==> src/rtl/cas_pkg.sv <==
// shared types and constants of the complex add/sub, magnitude and angle unit
// no dependencies; used by every other file of the block
package cas_pkg;

   localparam int DATA_W      = 16;
   localparam int SUM_W       = 17;
   localparam int MAG_W       = 16;
   localparam int ANG_W       = 15;
   localparam int GUARD_BITS  = 14;
   localparam int XW          = 34;
   localparam int ZW          = 33;
   localparam int TAB_LEN     = 24;
   localparam int GAIN_W      = 30;
   localparam int MX_W        = 31;
   localparam int PROD_W      = MX_W + GAIN_W;
   localparam int ANG_SHIFT   = 17;

   localparam int CORDIC_STAGES_DEF = 16;

   localparam logic [GAIN_W-1:0] INV_GAIN = 30'd652032874;
   localparam logic [MAG_W-1:0] MAG_MAX = 16'd46341;
   localparam logic signed [ANG_W-1:0] HALF_PI = 15'sd12868;

   // atan(2^-i) in units of 2^-30 rad, truncated
   localparam logic signed [ZW-1:0] ATAN_TAB [TAB_LEN] = '{
      33'sd843314856, 33'sd497837829, 33'sd263043836, 33'sd133525158,
      33'sd67021686,  33'sd33543515,  33'sd16775850,  33'sd8388437,
      33'sd4194282,   33'sd2097149,   33'sd1048575,   33'sd524287,
      33'sd262143,    33'sd131071,    33'sd65535,     33'sd32767,
      33'sd16383,     33'sd8191,      33'sd4095,      33'sd2047,
      33'sd1023,      33'sd511,       33'sd255,       33'sd127
   };

   typedef enum logic [1:0] {
      OP_ADD   = 2'd0,
      OP_SUB   = 2'd1,
      OP_MAG   = 2'd2,
      OP_ANGLE = 2'd3
   } op_type;

   // per-transaction data that rides alongside the cordic vector
   typedef struct packed {
      op_type                  op;
      logic signed [SUM_W-1:0] sum_re;
      logic signed [SUM_W-1:0] sum_im;
      logic                    re_zero;
      logic                    im_pos;
      logic                    im_neg;
   } side_type;

   typedef struct packed {
      logic signed [XW-1:0] x;
      logic signed [XW-1:0] y;
      logic signed [ZW-1:0] z;
   } vec_type;

endpackage

==> src/rtl/cas_cordic_stage.sv <==
// one registered vectoring micro-rotation of the cordic pipeline
// depends on cas_pkg
module cas_cordic_stage #(
   parameter int STAGE_IDX = 0
) (
   input  logic              clock,
   input  logic              reset,
   input  logic              adv,
   input  logic              in_valid,
   input  cas_pkg::side_type in_side,
   input  cas_pkg::vec_type  in_vec,
   output logic              out_valid,
   output cas_pkg::side_type out_side,
   output cas_pkg::vec_type  out_vec
);
   import cas_pkg::*;

   logic                 valid_ff;
   side_type             side_ff;
   vec_type              vec_ff, vec_in;
   logic signed [XW-1:0] xs, ys;

   always_comb begin
      xs = in_vec.x >>> STAGE_IDX;
      ys = in_vec.y >>> STAGE_IDX;
      // rotate towards y = 0
      if (!in_vec.y[XW-1]) begin
         vec_in.x = in_vec.x + ys;
         vec_in.y = in_vec.y - xs;
         vec_in.z = in_vec.z + ATAN_TAB[STAGE_IDX];
      end else begin
         vec_in.x = in_vec.x - ys;
         vec_in.y = in_vec.y + xs;
         vec_in.z = in_vec.z - ATAN_TAB[STAGE_IDX];
      end
   end

   always_ff @(posedge clock) begin
      if (reset) begin
         valid_ff <= 1'b0;
      end else if (adv) begin
         valid_ff <= in_valid;
      end
   end

   always_ff @(posedge clock) begin
      if (adv) begin
         side_ff <= in_side;
         vec_ff  <= vec_in;
      end
   end

   assign out_valid = valid_ff;
   assign out_side  = side_ff;
   assign out_vec   = vec_ff;

endmodule

==> config.mk <==
export PLATFORM = sky130hd
export DESIGN_NAME = cas_cordic_stage
export DESIGN_NICKNAME = d
export VERILOG_FILES = /design/src/rtl/cas_pkg.sv /design/src/rtl/cas_cordic_stage.sv
export SDC_FILE = /design/constraint.sdc
export NUM_CORES = 1
export LEC_CHECK = 0
export BUFFER_PORTS_ARGS = -buffer_cell sky130_fd_sc_hd__buf_2
export CELL_PAD_IN_SITES_DETAIL_PLACEMENT = 0
export CELL_PAD_IN_SITES_GLOBAL_PLACEMENT = 2
export CORE_UTILIZATION = 36
export DETAILED_ROUTE_END_ITERATION = 8
export GPL_TIMING_DRIVEN = 0
export PLACE_DENSITY = 0.91
export SLEW_MARGIN = 5
export SYNTH_ARGS = -nofsm -noshare
export SYNTH_HDL_FRONTEND = slang
export SYNTH_SLANG_ARGS = --single-unit
==> constraint.sdc <==
create_clock -name clock -period 12.1 [get_ports clock]
set_input_delay 2.42 -clock clock [delete_from_list [all_inputs] [get_ports clock]]
set_output_delay 2.42 -clock clock [all_outputs]
set_load 0.1 [all_outputs]
# == Word-level counts from Yosys, hierarchy flattened ==
# Index checks and enable logic that the tools add are counted.
# classes
addsub,5
n_mux,1
# op_table
cell,n
101-bit 2-to-1 mux,1
34-bit subtractor,2
34-bit adder,1
"33-bit by 31-bit adder with 33-bit output, second input constant",1
"33-bit by 31-bit subtractor with 33-bit output, second input constant",1
# word_totals
input_bits,144
register_bits,141

# == Longest topological paths before layout ==
# Gate-level depths: netlist of the first run.
# depth
ltp_word,2
ltp_mapped,15

# == Worst setup path after synthesis of the first run ==
# OpenSTA, ideal clock, no wires.
# synth_timing
path_type,input to register
startpoint,input port in_vec[66] in the netlist's numbering
endpoint,"register vec_ff, in the netlist out_vec[31] (data pin)"
setup_ns,0.258
cell_stages,15
arrival_ns,5.190
path_slack_ns,6.653
required_ns,11.842
path_cell_list,clkbuf_1 > inv_1 > buf_4 > buf_4 > ha_1 > clkbuf_1 > a21oi_1 > o21ai_1 > or3b_1 > o221a_2 > a221o_1 > o221ai_1 > o21ai_1 > a21oi_1 > xnor2_1
# synth_lines
item,line,rtl
"start, declared",cas_cordic_stage.sv:11,"input cas_pkg::vec_type in_vec,"
"end signal, assigned",cas_cordic_stage.sv:49,vec_ff <= vec_in;
"end, declared",cas_cordic_stage.sv:20,"vec_type vec_ff, vec_in;"

==> results of run 1 <==
## registers in the layout, summed over array words and instances, names as in the netlist
signal     cells
out_side      39
out_valid      1
out_vec      100
## critical path: cells and delay by family
kind	cells	cell delay [ns]
buffers and inverters	6	1.56
AOI/OAI and AO/OA	7	1.52
and+or+nand+nor	1	0.39
adders and majority gates	1	0.31
xor gates and xnor gates	1	0.09
## kinds of logic (layout without fill, tap and decap cells)
family                     after synthesis  after routing  share of synthesized area
AOI/OAI and AO/OA                      402            402                      0.224
xor gates and xnor gates                89             89                     0.0678
adders and majority gates              132            132                      0.146
buffers and inverters                  161            478                     0.0560
DFF                                    140            140                      0.365
muxes                                   20             20                     0.0174
other                                    0              1                          0
and+or+nand+nor                        294            294                      0.123
## cell usage after synthesis, drive strengths merged, types with 4 or more instances
cell type	instances
or3	5
a221oi	4
edfxtp	139
o221ai	4
nor2	101
o41ai	4
ha	128
o21ai	77
buf	27
o21bai	28
xor2	17
mux2i	20
o2111ai	6
nand2	63
o31ai	8
nor2b	22
a21o	33
nor3b	4
a21oi	145
or4	7
nand3	16
o22ai	5
a211oi	7
or2	7
inv	107
clkinv	4
fa	4
xnor2	72
nand4	14
nor3	26
a31oi	17
nand2b	14
clkbuf	23
nor4	5
o211ai	9
a311oi	4
o21a	15
## routing by layer
layer,track usage,up-vias
met4,0.0797,0
li1,-,5100
met2,0.380,395
met5,0,-
met1,0.297,4978
met3,0.0354,56
## layout by cell type (no fill, tap or decap), drive strengths merged, types with 14 or more instances in the layout
| cell type | instances |
|---|---|
| buf | 312 |
| a21oi | 145 |
| edfxtp | 139 |
| ha | 128 |
| inv | 113 |
| nor2 | 101 |
| o21ai | 77 |
| xnor2 | 72 |
| nand2 | 63 |
| clkbuf | 40 |
| a21o | 33 |
| o21bai | 28 |
| nor3 | 26 |
| nor2b | 22 |
| mux2i | 20 |
| a31oi | 17 |
| xor2 | 17 |
| nand3 | 16 |
| o21a | 15 |
| nand4 | 14 |
| nand2b | 14 |
## report_power, final
part	total, mW	switching, mW	internal (mW)
clock network	0.551	0.269	0.282
logic	1.02	0.802	0.218
registers	0.639	0.0165	0.623
## final cells by class
| class | instances | area [sq um] |
|---|---|---|
| Clock buffer | 17 | 425 |
| Multi-Input combinational cell | 937 | 6650 |
| Buffer | 50 | 226 |
| Clock inverter | 15 | 194 |
| Inverter | 111 | 417 |
| Sequential cell | 140 | 4190 |
| Tap cell | 402 | 503 |
| Fill cell | 3166 | 17400 |
| Antenna cell | 1 | 2.50 |
| Timing Repair Buffer | 285 | 1460 |
## stage by stage
stage          instances  setup slack, ns  utilization
6_report            1958             5.98        0.447
5_1_grt             1957             5.78        0.447
4_1_cts             1957             6.04        0.447
3_5_place_dp        1925             5.55        0.427
3_3_place_gp        1924             5.60        0.426
2_1_floorplan       1238             6.65            -
## final timing paths
path,end,cells after the start,from,slack [ns]
hold / removal,out_valid$_SDFFE_PP0P_,2,out_valid$_SDFFE_PP0P_,0.51
setup / recovery,out_vec[31]$_DFFE_PP_,16,in_vec[66],5.98
hold reg to reg,out_valid$_SDFFE_PP0P_,2,out_valid$_SDFFE_PP0P_,0.51
setup reg to reg,out_valid$_SDFFE_PP0P_,2,out_valid$_SDFFE_PP0P_,11.51
==> impl_summary.log, run 1 <==
INFO  metric post_route_cells_drive_above_1_share = 0.233
INFO  metric critical-path-slowest-cell = sky130_fd_sc_hd__clkbuf_1
INFO  metric gates_resized_cts_repair = 0
INFO  metric count_of_state_elements_after_synthesis = 140
INFO  metric power.density_cell_area = 157 mW/mm^2
INFO  metric root_buffer = sky130_fd_sc_hd__clkbuf_16
INFO  metric setup_viol = 0
INFO  metric io_buffers = around 280
INFO  metric tritoncts = built
INFO  metric synth_seq_area_share = 0.365
INFO  metric chipHeight = 181 um
INFO  metric cap_viol_max_count = 0
INFO  metric cts.reportedPaths.clkPinSlew = approximately 0.080 ns
INFO  metric grt_pass1_wl = 57,400 um
INFO  metric number_of_enable_flip_flop_cells_after_synthesis = approximately 140
INFO  metric power = roughly 2.2 mW
INFO  metric drtPass1Iterations = 5
INFO  metric grt_util_overall = 0.227
INFO  metric total_leakage_power = 6.27 nW
INFO  metric dieWidth = approximately 180 um
INFO  metric grt_pass1_vias = 10,300
INFO  metric worst_ep_required_time = ~12 ns
INFO  metric cts.path.max_buffers = 2
INFO  metric final_min_period_over_clock_period = 0.506
INFO  metric holdCritPathClass = reg -> reg
INFO  metric vias_per_std_cell = 5.38
INFO  metric count_of_buffers_added_by_post_cts_timing_repair_for_setup = 0
INFO  metric tightest_slew = ~1.1 ns
INFO  metric wl_met2 = around 18,000 um
INFO  metric cp.arrival = 6.32 ns
INFO  metric outcome = finished, final reports clean
INFO  metric routed_wirelength = between 30,000 and 40,000 um
INFO  metric routed-via-count = around 11,000
INFO  metric postSynth.topFlopCell = sky130_fd_sc_hd__edfxtp_1
INFO  metric clock_latency = ~0.44 ns
INFO  metric syn2layout_area_growth = 22.5%
INFO  metric ys.warnings.count = 0
INFO  metric layout.cell_area.non_filler = 0.0141 sq mm
INFO  metric ioPinCount = between 200 and 300
INFO  metric syn-num-nets = roughly 1,500
INFO  metric average_routed_wire_per_standard_cell = ~19 um
INFO  metric antenna_left = 0
INFO  metric grt_start_max_net_pins = 85
INFO  metric dpl.hpwl = ~30,000 um
INFO  metric fin_worst_skew = 0 ns
INFO  metric yosys.cell_types.count = 80
INFO  metric finalMaxSlewViolations = 0
INFO  metric finalHoldViolCount = 0
INFO  metric cts_buffers = 17
INFO  metric whs = 0.514 ns
INFO  metric critical_path.max_fanout = 24
INFO  metric worst_path_largest_cell_delay = ~0.42 ns
INFO  metric avgSynthCellArea = 9.28 sq um
INFO  metric cp-start-kind = primary input
INFO  metric timing.critical_path.to_type = flip-flop
INFO  metric slew_headroom = 0.271
INFO  metric yosys.area.top_type = sky130_fd_sc_hd__edfxtp_1
INFO  metric ir_worst_vdd = between 0.1 and 0.15 mV
INFO  metric achievable-frequency = 163 MHz
INFO  metric dieArea = around 0.033 sq mm
INFO  metric finish.net_count = between 1,500 and 2,000
INFO  metric ys_top_cells_by_area = sky130_fd_sc_hd__edfxtp_1, sky130_fd_sc_hd__ha_1, sky130_fd_sc_hd__a21oi_1
INFO  metric gp_routability_congestion = between 0.9 and 1
INFO  metric path_class = in -> reg
INFO  metric worstPathCellList = buf_2 > clkbuf_1 > inv_1 > buf_4 > buf_4 > ha_1 > clkbuf_1 > a21oi_1 > o21ai_1 > or3b_1 > o221a_2 > a221o_1 > o221ai_1 > o21ai_1 > a21oi_1 > xnor2_1
INFO  metric globalRoute.totalOverflow = 0
INFO  metric grt_antenna_before_repair = 1
INFO  metric synth_top_cell_area_share = 0.363
INFO  metric unrepaired_setup_endpoints_after_global_routing = false
INFO  metric number_of_drc_markers_after_the_initial_detailed_route_iteration = around 750
INFO  metric cts_num_sinks = 140
INFO  metric met3_wire_length = roughly 2100 um
INFO  metric ctsHoldBuffers = 0
INFO  metric drt_drc_violations_left = 0
INFO  metric timing.setup.tns = 0 ns
INFO  metric synth-async-reset-ratio = 0
INFO  metric topRoutingLayerUsed = met4
INFO  metric fp-row-count = 65
INFO  metric floorplan.initialDensity = 0.365
INFO  metric netlist_instances = around 1,200
INFO  metric syn-cell-area = about 0.011 sq mm
INFO  metric core_region_area = 0.0315 sq mm
INFO  metric place_area = approximately 0.013 sq mm
INFO  metric wl_met1 = 16,700 um
INFO  metric htree_num_levels = 4
INFO  metric final_period_minus_worst_setup_slack = 6.12 ns
Note: power is estimated with default switching activity, not from simulation.
==> inputs of run 2 (changes only) <==
CORE_UTILIZATION = 30   (was 36)
PLACE_DENSITY = 0.81   (was 0.91)
clock period = 5.1 ns   (was 12.1 ns; I/O delays follow)
==> impl_summary.log, run 2 (synthesis gave the netlist of run 1 again) <==
INFO  metric fp-row-count = 71 (was 65)
INFO  metric ir_worst_vdd = 0.231 mV (was 0.100 mV)
INFO  metric layout.cells.most_common = sky130_fd_sc_hd__buf_2 (unchanged)
INFO  metric syn2layout_area_growth = 23.5% (was 22.5%)
INFO  metric final-instance-count-excl-fill = 2,070 (was 1,958)
INFO  metric clock_latency = 0.45 ns (was 0.44 ns)
INFO  metric vias_per_std_cell = 5.07 (was 5.38)
INFO  metric slew_headroom = 0.227 (was 0.271)
INFO  metric final_cell_mix = sky130_fd_sc_hd__buf_2, sky130_fd_sc_hd__a21oi_1, sky130_fd_sc_hd__edfxtp_1, sky130_fd_sc_hd__ha_1, sky130_fd_sc_hd__inv_1 (unchanged)
INFO  metric worst_hold_path.num_cells = 2 (unchanged)
INFO  metric whs = 0.496 ns (was 0.514 ns)
INFO  metric critical_path.max_fanout = 24 (unchanged)
INFO  metric regToRegSetupSlack = 4.51 ns (was 11.51 ns)
INFO  metric grt_start_max_net_pins = 98 (was 85)
INFO  metric cts.reportedPaths.clkPinSlew = 0.07 ns (was 0.08 ns)
INFO  metric critical_path.reg2reg.endpoint = out_valid$_SDFFE_PP0P_ (unchanged)
INFO  metric cp.arrival = 4.85 ns (was 6.32 ns)
INFO  metric cp-start-kind = primary input (unchanged)
INFO  metric routed-via-count = 10,500 (about the same)
INFO  metric fin_worst_skew = 0 ns (unchanged)
INFO  metric worst_path_largest_cell_delay = 0.41 ns (was 0.42 ns)
INFO  metric outcome = finished, final reports clean (unchanged)
INFO  metric drt_drc_violations_left = 0 (unchanged)
INFO  metric dieArea = 0.0391 sq mm (was 0.0326 sq mm)
INFO  metric core_region_area = 0.0377 sq mm (was 0.0315 sq mm)
INFO  metric achievable-frequency = roughly 220 MHz
INFO  metric dp_cells = 2,034 (was 1,925)
INFO  metric grt_util_overall = 0.199 (was 0.227)
INFO  metric antenna_left = 0 (unchanged)
INFO  metric chipHeight = 198 um (was 181 um)
INFO  metric gates_resized_cts_repair = 0 (unchanged)
INFO  metric floorplan.initialDensity = 0.305 (was 0.365)
INFO  metric worst_hold_path.endpoint = out_valid$_SDFFE_PP0P_ (unchanged)
INFO  metric routed_wirelength = 39,500 um (was 37,500 um)
INFO  metric finalMaxSlewViolations = 0 (unchanged)
INFO  metric count_of_buffers_added_by_post_cts_timing_repair_for_setup = 0 (unchanged)
INFO  metric finalHoldViolCount = 0 (unchanged)
INFO  metric gp_routability_congestion = 0.896 (was 0.908)
INFO  metric cts_buffers = 17 (unchanged)
INFO  metric path_class = in -> reg (unchanged)
INFO  metric worstPathCellList = buf_2 > clkbuf_1 > inv_1 > buf_4 > buf_4 > ha_1 > clkbuf_1 > a21oi_1 > o21ai_1 > or3b_1 > o221a_2 > a221o_1 > o221ai_1 > o21ai_1 > a21oi_1 > xnor2_1 (unchanged)
INFO  metric cts_num_sinks = 140 (unchanged)
INFO  metric grt_pass1_vias = 10,200 (was 10,300)
INFO  metric critical-path-slowest-cell = sky130_fd_sc_hd__clkbuf_1 (unchanged)
INFO  metric largest_reg_flops = 100 (unchanged)
INFO  metric grt_antenna_before_repair = 2 (was 1)
INFO  metric final_min_period_over_clock_period = 0.911
INFO  metric finish.net_count = 1,818 (unchanged)
INFO  metric htree_num_levels = 4 (unchanged)
INFO  metric tritoncts = built (unchanged)
INFO  metric worstRegToRegCells = 2 (unchanged)
INFO  metric total_leakage_power = 6.27 nW (about the same)
INFO  metric globalRoute.totalOverflow = 0 (unchanged)
INFO  metric critical_path.reg2reg.startpoint = out_valid$_SDFFE_PP0P_ (unchanged)
INFO  metric post_route_cells_drive_above_1_share = 0.233 (about the same)
INFO  metric number_of_drc_markers_after_the_initial_detailed_route_iteration = 549 (was 749)
INFO  metric cts.path.max_buffers = 2 (unchanged)
INFO  metric timing.critical_path.to_type = flip-flop (unchanged)
INFO  metric holdCritPathClass = reg -> reg (unchanged)
INFO  metric average_routed_wire_per_standard_cell = 19.1 um (was 19.2 um)
INFO  metric grt_pass1_wl = 58,200 um (was 57,400 um)
INFO  metric power = 5.24 mW (was 2.21 mW)
INFO  metric crit_path_start = in_vec[66] (unchanged)
INFO  metric tightest_slew = 1.16 ns (was 1.09 ns)
INFO  metric cap_viol_max_count = 0 (unchanged)
INFO  metric final_period_minus_worst_setup_slack = about 4.6 ns
INFO  metric ctsHoldBuffers = 0 (unchanged)
INFO  metric unrepaired_setup_endpoints_after_global_routing = false (unchanged)
INFO  metric io_buffers = 284 (unchanged)
INFO  metric timing.hold.worst.start = out_valid$_SDFFE_PP0P_ (unchanged)
INFO  metric layout.cell_area.non_filler = 0.0142 sq mm (was 0.0141 sq mm)
INFO  metric ioPinCount = 285 (unchanged)
INFO  metric root_buffer = sky130_fd_sc_hd__clkbuf_16 (unchanged)
INFO  metric place_area = 0.0136 sq mm (was 0.0134 sq mm)
INFO  metric drtPass1Iterations = 5 (unchanged)
INFO  metric dpl.hpwl = 31,100 um (was 29,500 um)
INFO  metric setup_viol = 0 (unchanged)
INFO  metric power.density_cell_area = 369 mW/mm^2 (was 157 mW/mm^2)
INFO  metric final_core_utilization = 0.377 (was 0.447)
INFO  metric dieWidth = 198 um (was 181 um)
INFO  metric worst_ep_required_time = 5.30 ns (was 12.30 ns)
run 2: cell count changes in the layout (fill, tap and decap cells not counted):
cell                        previous run  this run
sky130_fd_sc_hd__inv_12                1         0
sky130_fd_sc_hd__clkinv_4              3         1
sky130_fd_sc_hd__clkinv_1              4         5
sky130_fd_sc_hd__diode_2               1         4
sky130_fd_sc_hd__bufinv_16             0         1
sky130_fd_sc_hd__clkinv_8              6         2
sky130_fd_sc_hd__inv_6                 1         6
run 2: area by class of cell:
class,instances,area (sq um)
Fill cell,3960,23500
Tap cell,511,639
Timing Repair Buffer,285,1460
Multi-Input combinational cell,937,6650
Sequential cell,140,4190
Buffer,50,226
Clock inverter,15,173
Inverter,111,417
Antenna cell,4,10.0
Clock buffer,17,425
run 2: routing by layer:
metal  track usage  part of all wire  up-vias
met5             0           0.00043        -
met4        0.0600             0.020        2
met3        0.0480             0.066       44
met2         0.334              0.47      361
met1         0.250              0.44     4980
li1              -                 -     5099
run 2: through the flow:
| step | setup WS, ns | setup TNS, ns |
|---|---|---|
| after floorplan | 1.05 | 0 |
| after global placement | -0.0383 | -0.0383 |
| after detailed placement | -0.0417 | -0.0417 |
| after CTS | 0.456 | 0 |
| after global routing | 0.256 | 0 |
| final | 0.454 | 0 |
run 2: worst max path at each step:
stage	end	slack, ns
2_1_floorplan	out_vec[31]$_DFFE_PP_	1.05
6_report	out_vec[31]$_DFFE_PP_	0.45
3_5_place_dp	out_vec[31]$_DFFE_PP_	-0.04
3_3_place_gp	out_vec[31]$_DFFE_PP_	-0.04
4_1_cts	out_vec[31]$_DFFE_PP_	0.46
5_1_grt	out_vec[31]$_DFFE_PP_	0.26
run 2: worst max-delay path: cells and delay by family:
kind | cells | cell delay, ns
AO/OA/AOI/OAI | 7 | 1.47
XOR/XNOR | 1 | 0.09
adder cells (fa/ha/maj) | 1 | 0.31
buffers and inverters | 6 | 1.55
AND/OR/NAND/NOR | 1 | 0.38
run 2: power by group:
| part | switching (mW) | total (mW) | leakage (nW) | internal (mW) |
|---|---|---|---|---|
| Combinational | 1.91 | 2.43 | 4.61 | 0.518 |
| Sequential | 0.0379 | 1.52 | 1.37 | 1.48 |
| Clock | 0.600 | 1.30 | 0.295 | 0.700 |
| Total | 2.55 | 5.24 | 6.27 | 2.70 |
==> inputs of run 3 (changes only) <==
CTS_BUF_LIST = sky130_fd_sc_hd__clkbuf_8   (was unset)
==> impl_summary.log, run 3 (synthesis gave the netlist of run 1 again) <==
INFO  metric critical-path-slowest-cell = sky130_fd_sc_hd__clkbuf_1 (unchanged)
INFO  metric worstRegToRegCells = 2 (unchanged)
INFO  metric grt_pass1_wl = 58,400 um (was 58,200 um)
INFO  metric ctsHoldBuffers = 0 (unchanged)
INFO  metric timing.setup.tns = 0 ns (unchanged)
INFO  metric cts.reportedPaths.clkPinSlew = 0.10 ns (was 0.07 ns)
INFO  metric cp.arrival = 4.86 ns (was 4.85 ns)
INFO  metric grt_antenna_before_repair = 1 (was 2)
INFO  metric fin_worst_skew = 0 ns (unchanged)
INFO  metric final_cell_mix = sky130_fd_sc_hd__buf_2, sky130_fd_sc_hd__a21oi_1, sky130_fd_sc_hd__edfxtp_1, sky130_fd_sc_hd__ha_1, sky130_fd_sc_hd__inv_1 (unchanged)
INFO  metric regToRegSetupSlack = 4.51 ns (about the same)
INFO  metric cts_buffers = 17 (unchanged)
INFO  metric drtPass1Iterations = 5 (unchanged)
INFO  metric dieArea = 0.0391 sq mm (unchanged)
INFO  metric number_of_drc_markers_after_the_initial_detailed_route_iteration = 525 (was 549)
INFO  metric worst_ep_required_time = 5.36 ns (was 5.30 ns)
INFO  metric syn2layout_area_growth = 21.8% (was 23.5%)
INFO  metric fp-row-count = 71 (unchanged)
INFO  metric setup_viol = 0 (unchanged)
INFO  metric globalRoute.totalOverflow = 0 (unchanged)
INFO  metric critical_path.reg2reg.startpoint = out_valid$_SDFFE_PP0P_ (unchanged)
INFO  metric ir_worst_vdd = 0.203 mV (was 0.231 mV)
INFO  metric final_min_period_over_clock_period = 0.901 (was 0.911)
INFO  metric timing.critical_path.to_type = flip-flop (unchanged)
INFO  metric total_leakage_power = 6.18 nW (was 6.27 nW)
INFO  metric critical_path.reg2reg.endpoint = out_valid$_SDFFE_PP0P_ (unchanged)
INFO  metric clock_latency = 0.51 ns (was 0.45 ns)
INFO  metric vias_per_std_cell = 5.08 (was 5.07)
INFO  metric drt_drc_violations_left = 0 (unchanged)
INFO  metric tightest_slew = 1.16 ns (about the same)
INFO  metric worst_path_largest_cell_delay = 0.41 ns (about the same)
INFO  metric finish.net_count = 1,818 (unchanged)
INFO  metric count_of_buffers_added_by_post_cts_timing_repair_for_setup = 0 (unchanged)
INFO  metric routed_wirelength = 39,400 um (was 39,500 um)
INFO  metric path_class = in -> reg (unchanged)
INFO  metric ioPinCount = 285 (unchanged)
INFO  metric dpl.hpwl = 31,100 um (unchanged)
INFO  metric core_region_area = 0.0377 sq mm (unchanged)
INFO  metric achievable-frequency = 218 MHz (was 215 MHz)
INFO  metric timing.hold.worst.start = out_valid$_SDFFE_PP0P_ (unchanged)
INFO  metric cts_num_sinks = 140 (unchanged)
INFO  metric root_buffer = sky130_fd_sc_hd__clkbuf_8 (was sky130_fd_sc_hd__clkbuf_16)
INFO  metric chipHeight = 198 um (unchanged)
INFO  metric tritoncts = built (unchanged)
INFO  metric finalMaxSlewViolations = 0 (unchanged)
INFO  metric cts.path.max_buffers = 2 (unchanged)
INFO  metric outcome = finished, final reports clean (unchanged)
INFO  metric final_period_minus_worst_setup_slack = 4.59 ns (was 4.65 ns)
INFO  metric routed-via-count = 10,500 (about the same)
INFO  metric grt_pass1_vias = 10,200 (about the same)
INFO  metric largest_reg_flops = 100 (unchanged)
INFO  metric layout.cells.most_common = sky130_fd_sc_hd__buf_2 (unchanged)
INFO  metric grt_start_max_net_pins = 98 (unchanged)
INFO  metric gp_routability_congestion = 0.896 (unchanged)
INFO  metric worst_hold_path.num_cells = 2 (unchanged)
INFO  metric cap_viol_max_count = 0 (unchanged)
INFO  metric dieWidth = 198 um (unchanged)
INFO  metric worstPathCellList = buf_2 > clkbuf_1 > inv_1 > buf_4 > buf_4 > ha_1 > clkbuf_1 > a21oi_1 > o21ai_1 > or3b_1 > o221a_2 > a221o_1 > o221ai_1 > o21ai_1 > a21oi_1 > xnor2_1 (unchanged)
INFO  metric htree_num_levels = 4 (unchanged)
INFO  metric gates_resized_cts_repair = 0 (unchanged)
INFO  metric finalHoldViolCount = 0 (unchanged)
INFO  metric power.density_cell_area = 351 mW/mm^2 (was 369 mW/mm^2)
INFO  metric floorplan.initialDensity = 0.305 (unchanged)
INFO  metric antenna_left = 0 (unchanged)
INFO  metric grt_util_overall = 0.198 (was 0.199)
INFO  metric post_route_cells_drive_above_1_share = 0.233 (unchanged)
INFO  metric unrepaired_setup_endpoints_after_global_routing = false (unchanged)
INFO  metric slew_headroom = 0.226 (was 0.227)
INFO  metric final_core_utilization = 0.372 (was 0.377)
INFO  metric cp-start-kind = primary input (unchanged)
INFO  metric worst_hold_path.endpoint = out_valid$_SDFFE_PP0P_ (unchanged)
INFO  metric average_routed_wire_per_standard_cell = 19.1 um (about the same)
INFO  metric holdCritPathClass = reg -> reg (unchanged)
INFO  metric critical_path.max_fanout = 24 (unchanged)
INFO  metric io_buffers = 284 (unchanged)
## run 3: layer usage
| layer | routed length [um] | up-vias | global-route usage |
|---|---|---|---|
| met1 | 17400 | 5013 | 0.253 |
| met2 | 18700 | 358 | 0.337 |
| li1 | - | 5095 | - |
| met3 | 2640 | 32 | 0.0407 |
| met4 | 677 | 2 | 0.0566 |
| met5 | 17 | - | 0 |
## run 3: area by class of cell
class                      count  area (sq um)
clock buffer                  17           234
inverter                     111           417
timing repair buffer         285          1460
tap                          511           639
buffer                        50           226
multi-input combinational    937          6650
clock inverter                15           173
antenna                        2          5.00
sequential                   140          4190
fill                        4002         23700
## run 3: per-stage QoR
stage | instances | hold slack, ns | power [mW] | worst slack (ns) | cell area (sq um)
floorplan | 1238 | 0.971 | 3.44 | 1.05 | 11500
global placement | 2033 | 0.478 | 3.96 | -0.0383 | 13600
detailed placement | 2034 | 0.486 | 3.96 | -0.0417 | 13600
CTS | 2066 | 0.511 | 4.97 | 0.540 | 14000
global route | 2066 | 0.544 | 5.14 | 0.336 | 14000
finish | 2068 | 0.503 | 4.92 | 0.506 | 14000
## run 3: worst max-delay path by stage
stage                     cells past startpoint  slack, ns  startpoint               endpoint
after global routing                         16       0.34  in_vec[66]  out_vec[31]$_DFFE_PP_
final                                        16       0.51  in_vec[66]  out_vec[31]$_DFFE_PP_
after detailed placement                     16      -0.04  in_vec[66]  out_vec[31]$_DFFE_PP_
after global placement                       16      -0.04  in_vec[66]  out_vec[31]$_DFFE_PP_
after floorplan                              15       1.05  in_vec[66]  out_vec[31]$_DFFE_PP_
after CTS                                    16       0.54  in_vec[66]  out_vec[31]$_DFFE_PP_
## run 3: critical path: cells and delay by family
family / cells / cell delay, ns
AO/OA/AOI/OAI: 7 / 1.47
buffers and inverters: 6 / 1.55
XOR/XNOR: 1 / 0.09
AND/OR/NAND/NOR: 1 / 0.38
adder cells (fa/ha/maj): 1 / 0.31
## run 3: report_power, final
part / total (mW) / internal [mW] / switching, mW
Combinational: 2.43 / 0.518 / 1.91
Sequential: 1.51 / 1.48 / 0.0374
Clock: 0.974 / 0.413 / 0.561
